**src/rtl/lsac_pkg.sv**
```systemverilog
// Shared types and constants for the LRU set-associative cache model.
// Used by lsac_front, lsac_queue, lsac_back and the top level; no dependencies.
package lsac_pkg;

    localparam int MAX_SET_BITS = 4;
    localparam int MAX_WAYS     = 4;
    localparam int NUM_SETS     = 1 << MAX_SET_BITS;
    localparam int SET_W        = MAX_SET_BITS;
    localparam int WAY_W        = (MAX_WAYS > 1) ? $clog2(MAX_WAYS) : 1;
    localparam int NW_W         = $clog2(MAX_WAYS + 1);

    localparam int ADDR_W  = 32;
    localparam int TAG_W   = 30;
    localparam int STAMP_W = 64;
    localparam int AGE_W   = 32;
    localparam int TOTAL_W = 32;

    localparam int SB_W       = 3;
    localparam int BB_W       = 5;
    localparam int WAYS_W     = 3;
    localparam int CFG_DATA_W = 5;
    localparam int CFG_IDX_W  = 2;

    localparam logic [CFG_IDX_W-1:0] CFG_SET_BITS   = 2'd0;
    localparam logic [CFG_IDX_W-1:0] CFG_BLOCK_BITS = 2'd1;
    localparam logic [CFG_IDX_W-1:0] CFG_WAYS       = 2'd2;

    localparam logic [SB_W-1:0]   RST_SET_BITS   = 3'd1;
    localparam logic [BB_W-1:0]   RST_BLOCK_BITS = 5'd4;
    localparam logic [WAYS_W-1:0] RST_WAYS       = 3'd1;

    localparam int QUEUE_DEPTH = 2;
    localparam int Q_PTR_W     = (QUEUE_DEPTH > 1) ? $clog2(QUEUE_DEPTH) : 1;
    localparam int Q_CNT_W     = $clog2(QUEUE_DEPTH + 1);

    typedef enum logic [1:0] {
        OP_LOAD   = 2'd0,
        OP_STORE  = 2'd1,
        OP_MODIFY = 2'd2,
        OP_OTHER  = 2'd3
    } t_op;

    typedef enum logic [1:0] {
        B_IDLE,
        B_EVAL,
        B_COMMIT
    } t_bstate;

    typedef struct packed {
        logic             access;
        logic             modify;
        logic [SET_W-1:0] set_idx;
        logic [TAG_W-1:0] tag;
        logic [NW_W-1:0]  nw;
    } t_job;

    typedef struct packed {
        logic [1:0]         hits;
        logic [1:0]         misses;
        logic               evictions;
        logic [TOTAL_W-1:0] total_hits;
        logic [TOTAL_W-1:0] total_misses;
        logic [TOTAL_W-1:0] total_evictions;
    } t_result;

endpackage

```
**src/rtl/lsac_queue.sv**
```systemverilog
// Short job queue between the decode front end and the tag store back end.
// Depends on lsac_pkg.
module lsac_queue (
    input  logic           i_clk,
    input  logic           i_rst_n,
    input  logic           i_push,
    input  lsac_pkg::t_job i_push_job,
    output logic           o_push_ready,
    input  logic           i_pop,
    output logic           o_pop_valid,
    output lsac_pkg::t_job o_pop_job
);
    import lsac_pkg::*;

    t_job               r_entry [QUEUE_DEPTH];
    logic [Q_PTR_W-1:0] r_wr_ptr;
    logic [Q_PTR_W-1:0] r_rd_ptr;
    logic [Q_CNT_W-1:0] r_count;

    logic push_ok;
    logic pop_ok;

    assign o_push_ready = (r_count != Q_CNT_W'(QUEUE_DEPTH));
    assign o_pop_valid  = (r_count != '0);
    assign o_pop_job    = r_entry[r_rd_ptr];
    assign push_ok      = i_push && o_push_ready;
    assign pop_ok       = i_pop && o_pop_valid;

    always_ff @(posedge i_clk) begin
        if (!i_rst_n) begin
            r_wr_ptr <= '0;
            r_rd_ptr <= '0;
            r_count  <= '0;
        end else begin
            if (push_ok) begin
                r_wr_ptr <= (r_wr_ptr == Q_PTR_W'(QUEUE_DEPTH - 1)) ? '0 : r_wr_ptr + 1'b1;
            end
            if (pop_ok) begin
                r_rd_ptr <= (r_rd_ptr == Q_PTR_W'(QUEUE_DEPTH - 1)) ? '0 : r_rd_ptr + 1'b1;
            end
            if (push_ok && !pop_ok) begin
                r_count <= r_count + 1'b1;
            end else if (pop_ok && !push_ok) begin
                r_count <= r_count - 1'b1;
            end
        end
    end

    always_ff @(posedge i_clk) begin
        if (push_ok) begin
            r_entry[r_wr_ptr] <= i_push_job;
        end
    end

endmodule

```
**config.mk**
```make
export PLATFORM = sky130hd
export DESIGN_NAME = lsac_queue
export DESIGN_NICKNAME = d
export VERILOG_FILES = /design/src/rtl/lsac_pkg.sv /design/src/rtl/lsac_queue.sv
export SDC_FILE = /design/constraint.sdc
export NUM_CORES = 1
export LEC_CHECK = 0
export ABC_AREA = 1
export ABC_CLOCK_PERIOD_IN_PS = 5900
export BUFFER_PORTS_ARGS = -buffer_cell sky130_fd_sc_hd__buf_2
export CORE_ASPECT_RATIO = 1.75
export CORE_MARGIN = 3
export CORE_UTILIZATION = 45
export DETAILED_ROUTE_END_ITERATION = 8
export PLACE_DENSITY = 0.71
export SETUP_SLACK_MARGIN = 0.02
export SLEW_MARGIN = 20
export SYNTH_ARGS = -nofsm -noshare
export SYNTH_HDL_FRONTEND = slang
export SYNTH_SLANG_ARGS = --single-unit
```
**constraint.sdc**
```tcl
create_clock -name i_clk -period 5.9 [get_ports i_clk]
set_input_delay 0.295 -clock i_clk [delete_from_list [all_inputs] [get_ports i_clk]]
set_output_delay 0.295 -clock i_clk [all_outputs]
set_load 0.02 [all_outputs]
```
==> flow_metrics.py <==
metrics = {
    "final_layout": {
        "drive_gt1_share_pct": 55.7,
        "syn_to_final_growth_pct": 27.1,
        "antenna_cells": 0,
        "nets": 294,
    },
    "floorplan": {
        "num_rows": 39,
        "dieArea_um2": 7960,
        "core-area_um2": 6590,
        "io-pin-count": 84,
        "fp.dieH_um": 116,
        "die_w_um": 68.7,
        "initial_core_util_pct": 47.1,
    },
    "clocking": {
        "clk_pin_slew_worst_paths_ns": 0.06,
        "cts.sinks": 83,
        "clk_latency_ns": 0.33,
        "post_cts_resized": 0,
        "holdBufCountCts": 0,
        "h-tree-depth": 3,
        "clockBufferDepth": 2,
        "post-cts-setup-buffers": 0,
        "cts_root_buf": "clkbuf_16",
        "cts_tree": "yes",
        "cts_made_buffers": 9,
    },
    "route": {
        "postRouteAntennaNets": 0,
        "drc": 0,
        "routed_via_density": 4.85,
        "initialDrtViolationCount": 64,
        "drt-pass1-iter-count": 4,
        "via_count": 1633,
        "wire_per_inst_um": 14.9,
        "wirelength_um": 5010,
    },
    "placed_design": {
        "globalplace.congestion": 0.771,
        "dp_slack_ns": 3.93,
        "dpl.hpwl_um": 3440,
        "port_buffers": 83,
    },
    "sta": {
        "hold_viol_final": 0,
        "fin_crit_ns": 2.23,
        "setup_slack_ns": 3.67,
        "tightest_slew_ns": 1.02,
        "slew_headroom_pct": 32.1,
        "setup-tns-final_ns": 0,
        "fin_worst_skew_ns": 0.00668,
        "max_freq_mhz": 448,
        "period_share_pct": 37.8,
        "setup_viol": 0,
        "rsz0062_at_grt": "false",
        "drv_slew": 0,
    },
    "min_path": {
        "hold_end": "r_entry[1][19]",
        "whs_path_depth": 1,
        "hp-start": "i_push_job[19]",
        "hold_path_class": "in -> reg",
    },
    "critical_path": {
        "worstReg2RegEnd": "r_entry[0][18]",
        "worst-endpoint-required_ns": 5.61,
        "r2r-start": "r_count[0]",
        "worstPathMaxFanout": 39,
        "crit_type": "reg -> out",
        "slowest_stage": "dfxtp_2",
        "start_kind": "flop",
        "arrival_ns": 1.94,
        "rr_worst_depth": 5,
        "rrSetupSlack_ns": 4.15,
        "critPathMaxStageDelay_ns": 1.00,
        "endpoint_kind": "output pin",
        "worstPathCellList": "mux2_2 -> buf_2",
    },
    "yosys": {
        "synth_area_leader_cell": "edfxtp_1",
        "synth_cells": 158,
        "synth_nets": 202,
        "yosysSeqAreaShare_pct": 78.8,
        "synth.area.top_cells": "edfxtp_1 76%, mux2_2 11%, mux2_4 4.8%, dfxtp_1 3.2%, nand2_1 1.1%",
        "ys_seq_elements": 83,
        "synth-warning-count": 0,
        "netlist.area_leader.share_pct": 75.5,
        "avgSynthCellArea_um2": 19.6,
        "netlist_area_um2": 3100,
        "synth_cell_types": 16,
    },
    "global_route": {
        "grt_pass1_vias": 1568,
        "grt_pass1_wl_um": 7320,
        "antenna_found_initial": 0,
        "grt.total_usage_pct": 13.6,
        "grt_max_degree": 40,
        "globalRouteOverflowTotal": 0,
    },
    "power": {
        "leakage_nw": 1.53,
        "p_total_mw": 1.76,
        "power_density_nw_per_um2": 447,
        "irDropWorstVdd_mv": 0.320,
    },
    "status": {
        "status": "complete, no violations",
    },
    "flow_run": {
        "drv_cap": 0,
    },
}
-- metrics by stage --
| step | cells | util (%) | hold slack (ns) | instance area (um^2) |
|---|---|---|---|---|
| detailed placement | 319 | 54.5 | 0.489 | 3590 |
| floorplan | 158 | - | 0.394 | 3100 |
| global route | 337 | 59.8 | 0.145 | 3940 |
| finish | 337 | 59.8 | 0.156 | 3940 |
| CTS | 335 | 59.0 | 0.137 | 3890 |
| global placement | 319 | 54.5 | 0.482 | 3590 |
-- per-layer routing --
| layer | global-route usage, % | part of all wire, % | up-vias | wire [um] |
|---|---|---|---|---|
| met3 | 4.75 | 7.5 | 6 | 376 |
| li1 | - | - | 788 | - |
| met2 | 23.1 | 55 | 59 | 2740 |
| met1 | 14.1 | 35 | 780 | 1770 |
| met5 | 0 | 0 | - | 0 |
| met4 | 7.81 | 2.4 | 0 | 118 |
-- critical path: cells and delay by family, from the launching register on --
kind     cells  cell delay [ns]
mux          1             0.43
flops        1             1.00
buf+inv      1             0.16
-- report_power, final --
part           total [mW]  internal [mW]  switching (mW)
Clock               0.529          0.325           0.204
Sequential          0.799          0.746          0.0537
Combinational       0.433          0.190           0.243
-- Yosys cell counts --
| master | number |
|---|---|
| edfxtp_1 | 78 |
| mux2_2 | 29 |
| mux2_4 | 10 |
| nand2_1 | 9 |
| inv_1 | 8 |
| nor2_1 | 8 |
| dfxtp_1 | 5 |
| buf_4 | 2 |
| o21ai_0 | 2 |
| a21oi_1 | 1 |
| buf_6 | 1 |
| buf_8 | 1 |
| ha_1 | 1 |
| nand3_1 | 1 |
| nand4_1 | 1 |
| o21a_1 | 1 |
-- registers in the layout (all words and copies together) (netlist names), named ones only --
register and count:
r_wr_ptr 1, r_entry 78, r_count 2, r_rd_ptr 1
-- how the worst max path moves through the flow --
stage	startpoint	end	slack [ns]	depth (start not counted)
2_1_floorplan	r_count[0]	r_entry[0][0]	3.09	4
3_3_place_gp	r_count[0]	r_entry[1][29]	3.96	4
3_5_place_dp	r_count[0]	r_entry[0][29]	3.93	4
4_1_cts	flop	o_pop_job[34]	3.61	2
5_1_grt	flop	o_pop_job[26]	3.55	2
6_report	flop	o_pop_job[34]	3.67	2
-- logic make-up (layout without fill, tap and decap cells) --
group                    count (synthesis)  after routing  synth area share (%)
buffers and inverters                   12            109                  2.30
AND/OR/NAND/NOR                         19             19                  2.42
AO/OA/AOI/OAI                            4              4                 0.726
flip-flops                              83             83                  78.8
adder cells (fa/ha/maj)                  1              1                 0.403
multiplexers                            39             39                  15.4
-- layout make-up --
| type | instances | area (um^2) |
|---|---|---|
| well taps | 82 | 103 |
| fillers | 532 | 2650 |
| multi-input cells | 63 | 602 |
| clock inverters | 7 | 67.6 |
| inverters | 8 | 30.0 |
| repair buffers | 85 | 470 |
| clock buffers | 9 | 225 |
| flip-flops and latches | 83 | 2440 |
-- layout by cell type (no fill, tap or decap), types with 2 or more instances in the layout --
cell and instances:
nor2_1 6, inv_1 8, mux2_4 10, buf_2 83
nand2_1 9, buf_16 2, clkbuf_16 9, dfxtp_1 4
clkinv_2 2, o21ai_0 2, edfxtp_1 78, nor2_4 2
mux2_2 29, clkinvlp_4 2
No activity file was read; power rests on OpenSTA's default activity.
