==> config.mk <==
export PLATFORM = sky130hd
export DESIGN_NAME = lsac_front
export DESIGN_NICKNAME = d
export VERILOG_FILES = /design/src/rtl/lsac_pkg.sv /design/src/rtl/lsac_front.sv
export SDC_FILE = /design/constraint.sdc
export NUM_CORES = 1
export LEC_CHECK = 0
export CAP_MARGIN = 20
export CORE_MARGIN = 2
export CORE_UTILIZATION = 43
export DETAILED_ROUTE_END_ITERATION = 16
export DONT_BUFFER_PORTS = 1
export GPL_TIMING_DRIVEN = 0
export PLACE_DENSITY = 0.54
export SLEW_MARGIN = 0
export SYNTH_ARGS = -nofsm -noshare
export SYNTH_HDL_FRONTEND = slang
export SYNTH_SLANG_ARGS = --single-unit
==> constraint.sdc <==
create_clock -name i_clk -period 6.8 [get_ports i_clk]
set_clock_uncertainty 0.05 [all_clocks]
set_input_delay 1.02 -clock i_clk [delete_from_list [all_inputs] [get_ports i_clk]]
set_output_delay 1.02 -clock i_clk [all_outputs]
set_load 0.02 [all_outputs]
==> src/rtl/lsac_pkg.sv <==
// Shared types and constants for the LRU set-associative cache model.
// Used by lsac_front, lsac_queue, lsac_back and the top level; no dependencies.
package lsac_pkg;

    localparam int MAX_SET_BITS = 4;
    localparam int MAX_WAYS     = 4;
    localparam int NUM_SETS     = 1 << MAX_SET_BITS;
    localparam int SET_W        = MAX_SET_BITS;
    localparam int WAY_W        = (MAX_WAYS > 1) ? $clog2(MAX_WAYS) : 1;
    localparam int NW_W         = $clog2(MAX_WAYS + 1);

    localparam int ADDR_W  = 32;
    localparam int TAG_W   = 30;
    localparam int STAMP_W = 64;
    localparam int AGE_W   = 32;
    localparam int TOTAL_W = 32;

    localparam int SB_W       = 3;
    localparam int BB_W       = 5;
    localparam int WAYS_W     = 3;
    localparam int CFG_DATA_W = 5;
    localparam int CFG_IDX_W  = 2;

    localparam logic [CFG_IDX_W-1:0] CFG_SET_BITS   = 2'd0;
    localparam logic [CFG_IDX_W-1:0] CFG_BLOCK_BITS = 2'd1;
    localparam logic [CFG_IDX_W-1:0] CFG_WAYS       = 2'd2;

    localparam logic [SB_W-1:0]   RST_SET_BITS   = 3'd1;
    localparam logic [BB_W-1:0]   RST_BLOCK_BITS = 5'd4;
    localparam logic [WAYS_W-1:0] RST_WAYS       = 3'd1;

    localparam int QUEUE_DEPTH = 2;
    localparam int Q_PTR_W     = (QUEUE_DEPTH > 1) ? $clog2(QUEUE_DEPTH) : 1;
    localparam int Q_CNT_W     = $clog2(QUEUE_DEPTH + 1);

    typedef enum logic [1:0] {
        OP_LOAD   = 2'd0,
        OP_STORE  = 2'd1,
        OP_MODIFY = 2'd2,
        OP_OTHER  = 2'd3
    } t_op;

    typedef enum logic [1:0] {
        B_IDLE,
        B_EVAL,
        B_COMMIT
    } t_bstate;

    typedef struct packed {
        logic             access;
        logic             modify;
        logic [SET_W-1:0] set_idx;
        logic [TAG_W-1:0] tag;
        logic [NW_W-1:0]  nw;
    } t_job;

    typedef struct packed {
        logic [1:0]         hits;
        logic [1:0]         misses;
        logic               evictions;
        logic [TOTAL_W-1:0] total_hits;
        logic [TOTAL_W-1:0] total_misses;
        logic [TOTAL_W-1:0] total_evictions;
    } t_result;

endpackage

==> src/rtl/lsac_front.sv <==
// Front end: configuration registers and decode of one trace item into set, tag and access kind.
// Depends on lsac_pkg.
module lsac_front (
    input  logic                          i_clk,
    input  logic                          i_rst_n,
    input  logic                          i_cfg_we,
    input  logic [lsac_pkg::CFG_IDX_W-1:0]  i_cfg_idx,
    input  logic [lsac_pkg::CFG_DATA_W-1:0] i_cfg_data,
    input  lsac_pkg::t_op                 i_op,
    input  logic [lsac_pkg::ADDR_W-1:0]   i_address,
    output lsac_pkg::t_job                o_job
);
    import lsac_pkg::*;

    logic [SB_W-1:0]   r_set_bits;
    logic [BB_W-1:0]   r_block_bits;
    logic [WAYS_W-1:0] r_ways;

    logic [SB_W-1:0]   eff_sb;
    logic [BB_W-1:0]   eff_bb;
    logic [NW_W-1:0]   eff_nw;
    logic [SET_W-1:0]  set_mask;
    logic [ADDR_W-1:0] shifted;
    logic [BB_W:0]     tag_shift;
    logic [ADDR_W-1:0] tag_full;

    always_ff @(posedge i_clk) begin
        if (!i_rst_n) begin
            r_set_bits   <= RST_SET_BITS;
            r_block_bits <= RST_BLOCK_BITS;
            r_ways       <= RST_WAYS;
        end else if (i_cfg_we) begin
            unique case (i_cfg_idx)
                CFG_SET_BITS:   r_set_bits   <= i_cfg_data[SB_W-1:0];
                CFG_BLOCK_BITS: r_block_bits <= i_cfg_data[BB_W-1:0];
                CFG_WAYS:       r_ways       <= i_cfg_data[WAYS_W-1:0];
                default: ;
            endcase
        end
    end

    always_comb begin
        if (r_set_bits == '0) begin
            eff_sb = SB_W'(1);
        end else if (32'(r_set_bits) > MAX_SET_BITS) begin
            eff_sb = SB_W'(MAX_SET_BITS);
        end else begin
            eff_sb = r_set_bits;
        end

        eff_bb = (r_block_bits == '0) ? BB_W'(1) : r_block_bits;

        if (r_ways == '0) begin
            eff_nw = NW_W'(1);
        end else if (32'(r_ways) > MAX_WAYS) begin
            eff_nw = NW_W'(MAX_WAYS);
        end else begin
            eff_nw = NW_W'(r_ways);
        end

        shifted   = i_address >> eff_bb;
        set_mask  = ~({SET_W{1'b1}} << eff_sb);
        tag_shift = {1'b0, eff_bb} + (BB_W+1)'(eff_sb);
        tag_full  = (tag_shift >= (BB_W+1)'(ADDR_W)) ? '0 : (i_address >> tag_shift);

        o_job.access  = (i_op != OP_OTHER);
        o_job.modify  = (i_op == OP_MODIFY);
        o_job.set_idx = shifted[SET_W-1:0] & set_mask;
        o_job.tag     = tag_full[TAG_W-1:0];
        o_job.nw      = eff_nw;
    end

endmodule

==> results.ini <==
[pwr]
power_leakage_nw=1.41
pwr_density_cell_nw_per_um2=139
total_power_mw=0.479
ir_drop_mv=0.135

[timing]
final.period_utilization_pct=81.0
final.setup.tns_ns=0
worst_slew_pin_slew_ns=0.955
max_freq_mhz=181
drv_slew=0
setup_violations=0
finalHoldViolCount=0
rsz0062_at_grt=false
relSlewSlack_pct=35.8
fin_crit_ns=5.51

[clock_network]
worstSkewPairLatency_ns=0.23
cts_tree=done
cts_sinks=11
cts_hold_buffers=0
cts_setup_buffers=0
htreeDepth=1
clk_pin_slew_ns=0.05
cts_resized=0
numCtsBuffers=3
cts_root_buffer=clkbuf_8
cts_max_path_buffers=2

[min_path]
whs_path_depth=2
hold_path_class=register to register

[run_status]
outcome=finished clean

[yosys]
ys_seq_elements=11
ys_top_cells_by_count=mux2i_1 (99), nand2_1 (37), a21oi_1 (34), nor2_1 (30), o21ai_0 (23)
syn_inst=405
synthesis.area_um2=3260
synth_most_common_cell=mux2i_1
muxShareOfSynthArea_pct=45.9
synth_area_leader_cell=mux2i_1
synth_ff_type=dfxtp_1
yosys.area_share.simple_pct=16.4
synth_nets=453
synth_area_leaders=mux2i_1 (30%), dfxtp_1 (6.7%), mux4_2 (5.5%), a21oi_1 (5.2%), mux2_2 (5.2%)
synth_top_family_by_area=multiplexers
synth_warnings=0
async_flop_share_pct=0
synth-edff-count=0
synth_cell_types=54
netlist.area_leader.share_pct=30.4
avgSynthCellArea_um2=8.06
synth_compound_area_share_pct=18.9
ys_seq_area_share_pct=6.75
synth_adder_area_share_pct=1.76
synth_xor_area_share_pct=1.07

[floorplanning]
start_util_pct=44.8
rows=31
core_area_um2=7290
die_w_um=91.1
design.portCount=83
dieArea_um2=8300
die_h_um=91.1

[setup_path]
reg2reg_setup_slack_ns=5.28
path_max_fanout=10
slowest_delay_ns=0.78
cp_slowest_cell=xnor2_1
crit_type=register to primary output
worstRegToRegCells=5
cp-end-kind=primary output
worstPathArrival_ns=4.44
startpoint_type=register
path_cells=clkbuf_2 > nor4_4 > nor2_4 > inv_4 > buf_12 > buf_12 > ha_1 > fa_1 > xnor2_1 > buf_2 > buf_2 > mux2i_1 > o21ai_0 > a21oi_1
cp.required_ns=5.73

[cells_and_area]
nets=458
n_fill_cell=783
antenna_cells=0
syn_to_final_growth_pct=5.17
layout-drive-gt1-share_pct=12.5

[global_route]
grt_max_degree=11
grt_pass1_wl_mm=17.2
grt_antenna_before_repair=0
grt_pass1_vias=3287
grt_usage_pct=25.4
globalRoute.totalOverflow=0

[route]
vias=3289
viasPerCell=6.47
wirelength_mm=11.0
dr.pass1.iters=5
routedWlPerCell_um=21.6
drt-initial-drc-count=331
drc=0
drt.antenna.violating_nets=0

[place]
dp_hpwl_mm=8.86
portBuffers=0
place_congestion=0.920

[flow_run]
cap_violations=0

[report_power, final]
part / switching, mW / total (mW) / internal, mW
clock network: 0.0217 / 0.0626 / 0.0409
registers: 0.00181 / 0.0688 / 0.0670
logic: 0.222 / 0.347 / 0.126
total: 0.245 / 0.479 / 0.234
[cells in the final DEF, fill, tap and decap left out, types with 3 or more instances in the layout]
| cell | count |
|---|---|
| nand3_1 | 7 |
| nand2_1 | 37 |
| nor2b_1 | 13 |
| dfxtp_1 | 11 |
| ha_1 | 3 |
| mux2_2 | 15 |
| o22ai_1 | 8 |
| mux4_1 | 6 |
| a21oi_1 | 34 |
| nor3_1 | 3 |
| nand3b_1 | 4 |
| mux2i_1 | 99 |
| a31oi_1 | 8 |
| buf_6 | 3 |
| nor3b_1 | 3 |
| a22oi_1 | 3 |
| and3_1 | 3 |
| o211ai_1 | 4 |
| xnor2_1 | 4 |
| nand2b_1 | 3 |
| mux4_2 | 8 |
| o21ai_0 | 23 |
| buf_2 | 6 |
| inv_1 | 6 |
| clkbuf_8 | 8 |
| clkbuf_1 | 20 |
| nor2_1 | 30 |
[critical path, delay by kind of cell, from the launching register on]
kind                     cells  cell delay, ns
AO/OA/AOI/OAI                2            0.53
AND/OR/NAND/NOR              2            0.34
buffers and inverters        6            1.30
adder cells (fa/ha/maj)      2            0.67
XOR/XNOR                     1            0.78
multiplexers                 1            0.29
flip-flops                   1            0.30
[per-layer routing]
metal / share of wire (%) / track usage [%] / vias up
li1: - / - / 1527
met1: 43 / 33.9 / 1586
met2: 45 / 41.5 / 166
met3: 11 / 7.22 / 10
met4: 0.72 / 4.55 / 0
met5: 0 / 0 / -
[through the flow]
stage | std cells | worst slack, ns | hold slack (ns) | utilization, % | cell area [um2]
floorplan | 405 | 2.22 | 0.439 | - | 3260
CTS | 508 | 1.31 | 0.480 | 47.1 | 3430
detailed placement | 504 | 1.54 | 0.472 | 46.5 | 3390
global route | 508 | 1.02 | 0.535 | 47.1 | 3430
global placement | 504 | 1.58 | 0.457 | 46.5 | 3390
finish | 508 | 1.29 | 0.480 | 47.1 | 3430
[sequential cells by signal (all words and copies together) (netlist names)]
| register | count |
|---|---|
| r_block_bits | 5 |
| r_set_bits | 3 |
| r_ways | 3 |
[cell families (layout without fill, tap and decap cells)]
kind of cell             count (synthesis)  in the layout
multiplexers                           128            128
AO/OA/AOI/OAI                          100            100
flip-flops                              11             11
adder cells (fa/ha/maj)                  4              4
XOR/XNOR                                 4              4
buffers and inverters                   48             52
AND/OR/NAND/NOR                        110            110
[path summary, 6_finish.rpt]
path,from,to
worst min register to register,r_set_bits[0]$_SDFFE_PN1P_,r_set_bits[0]$_SDFFE_PN1P_
worst max-delay path,r_block_bits[3]$_SDFFE_PN0P_,o_job[16]
worst min-delay path,r_set_bits[0]$_SDFFE_PN1P_,r_set_bits[0]$_SDFFE_PN1P_
worst max register to register,r_block_bits[0]$_SDFFE_PN0P_,r_block_bits[0]$_SDFFE_PN0P_
[final cells by class]
type                       instances  area (um2)  area share [%]
multi-input combinational        346        2740            79.9
buffer                            39         264            7.69
sequential                        11         220            6.41
tap                               99         124            3.61
clock buffer                       4        45.0            1.31
inverter                           9        36.3            1.06
(Power assumes the default switching activity.)
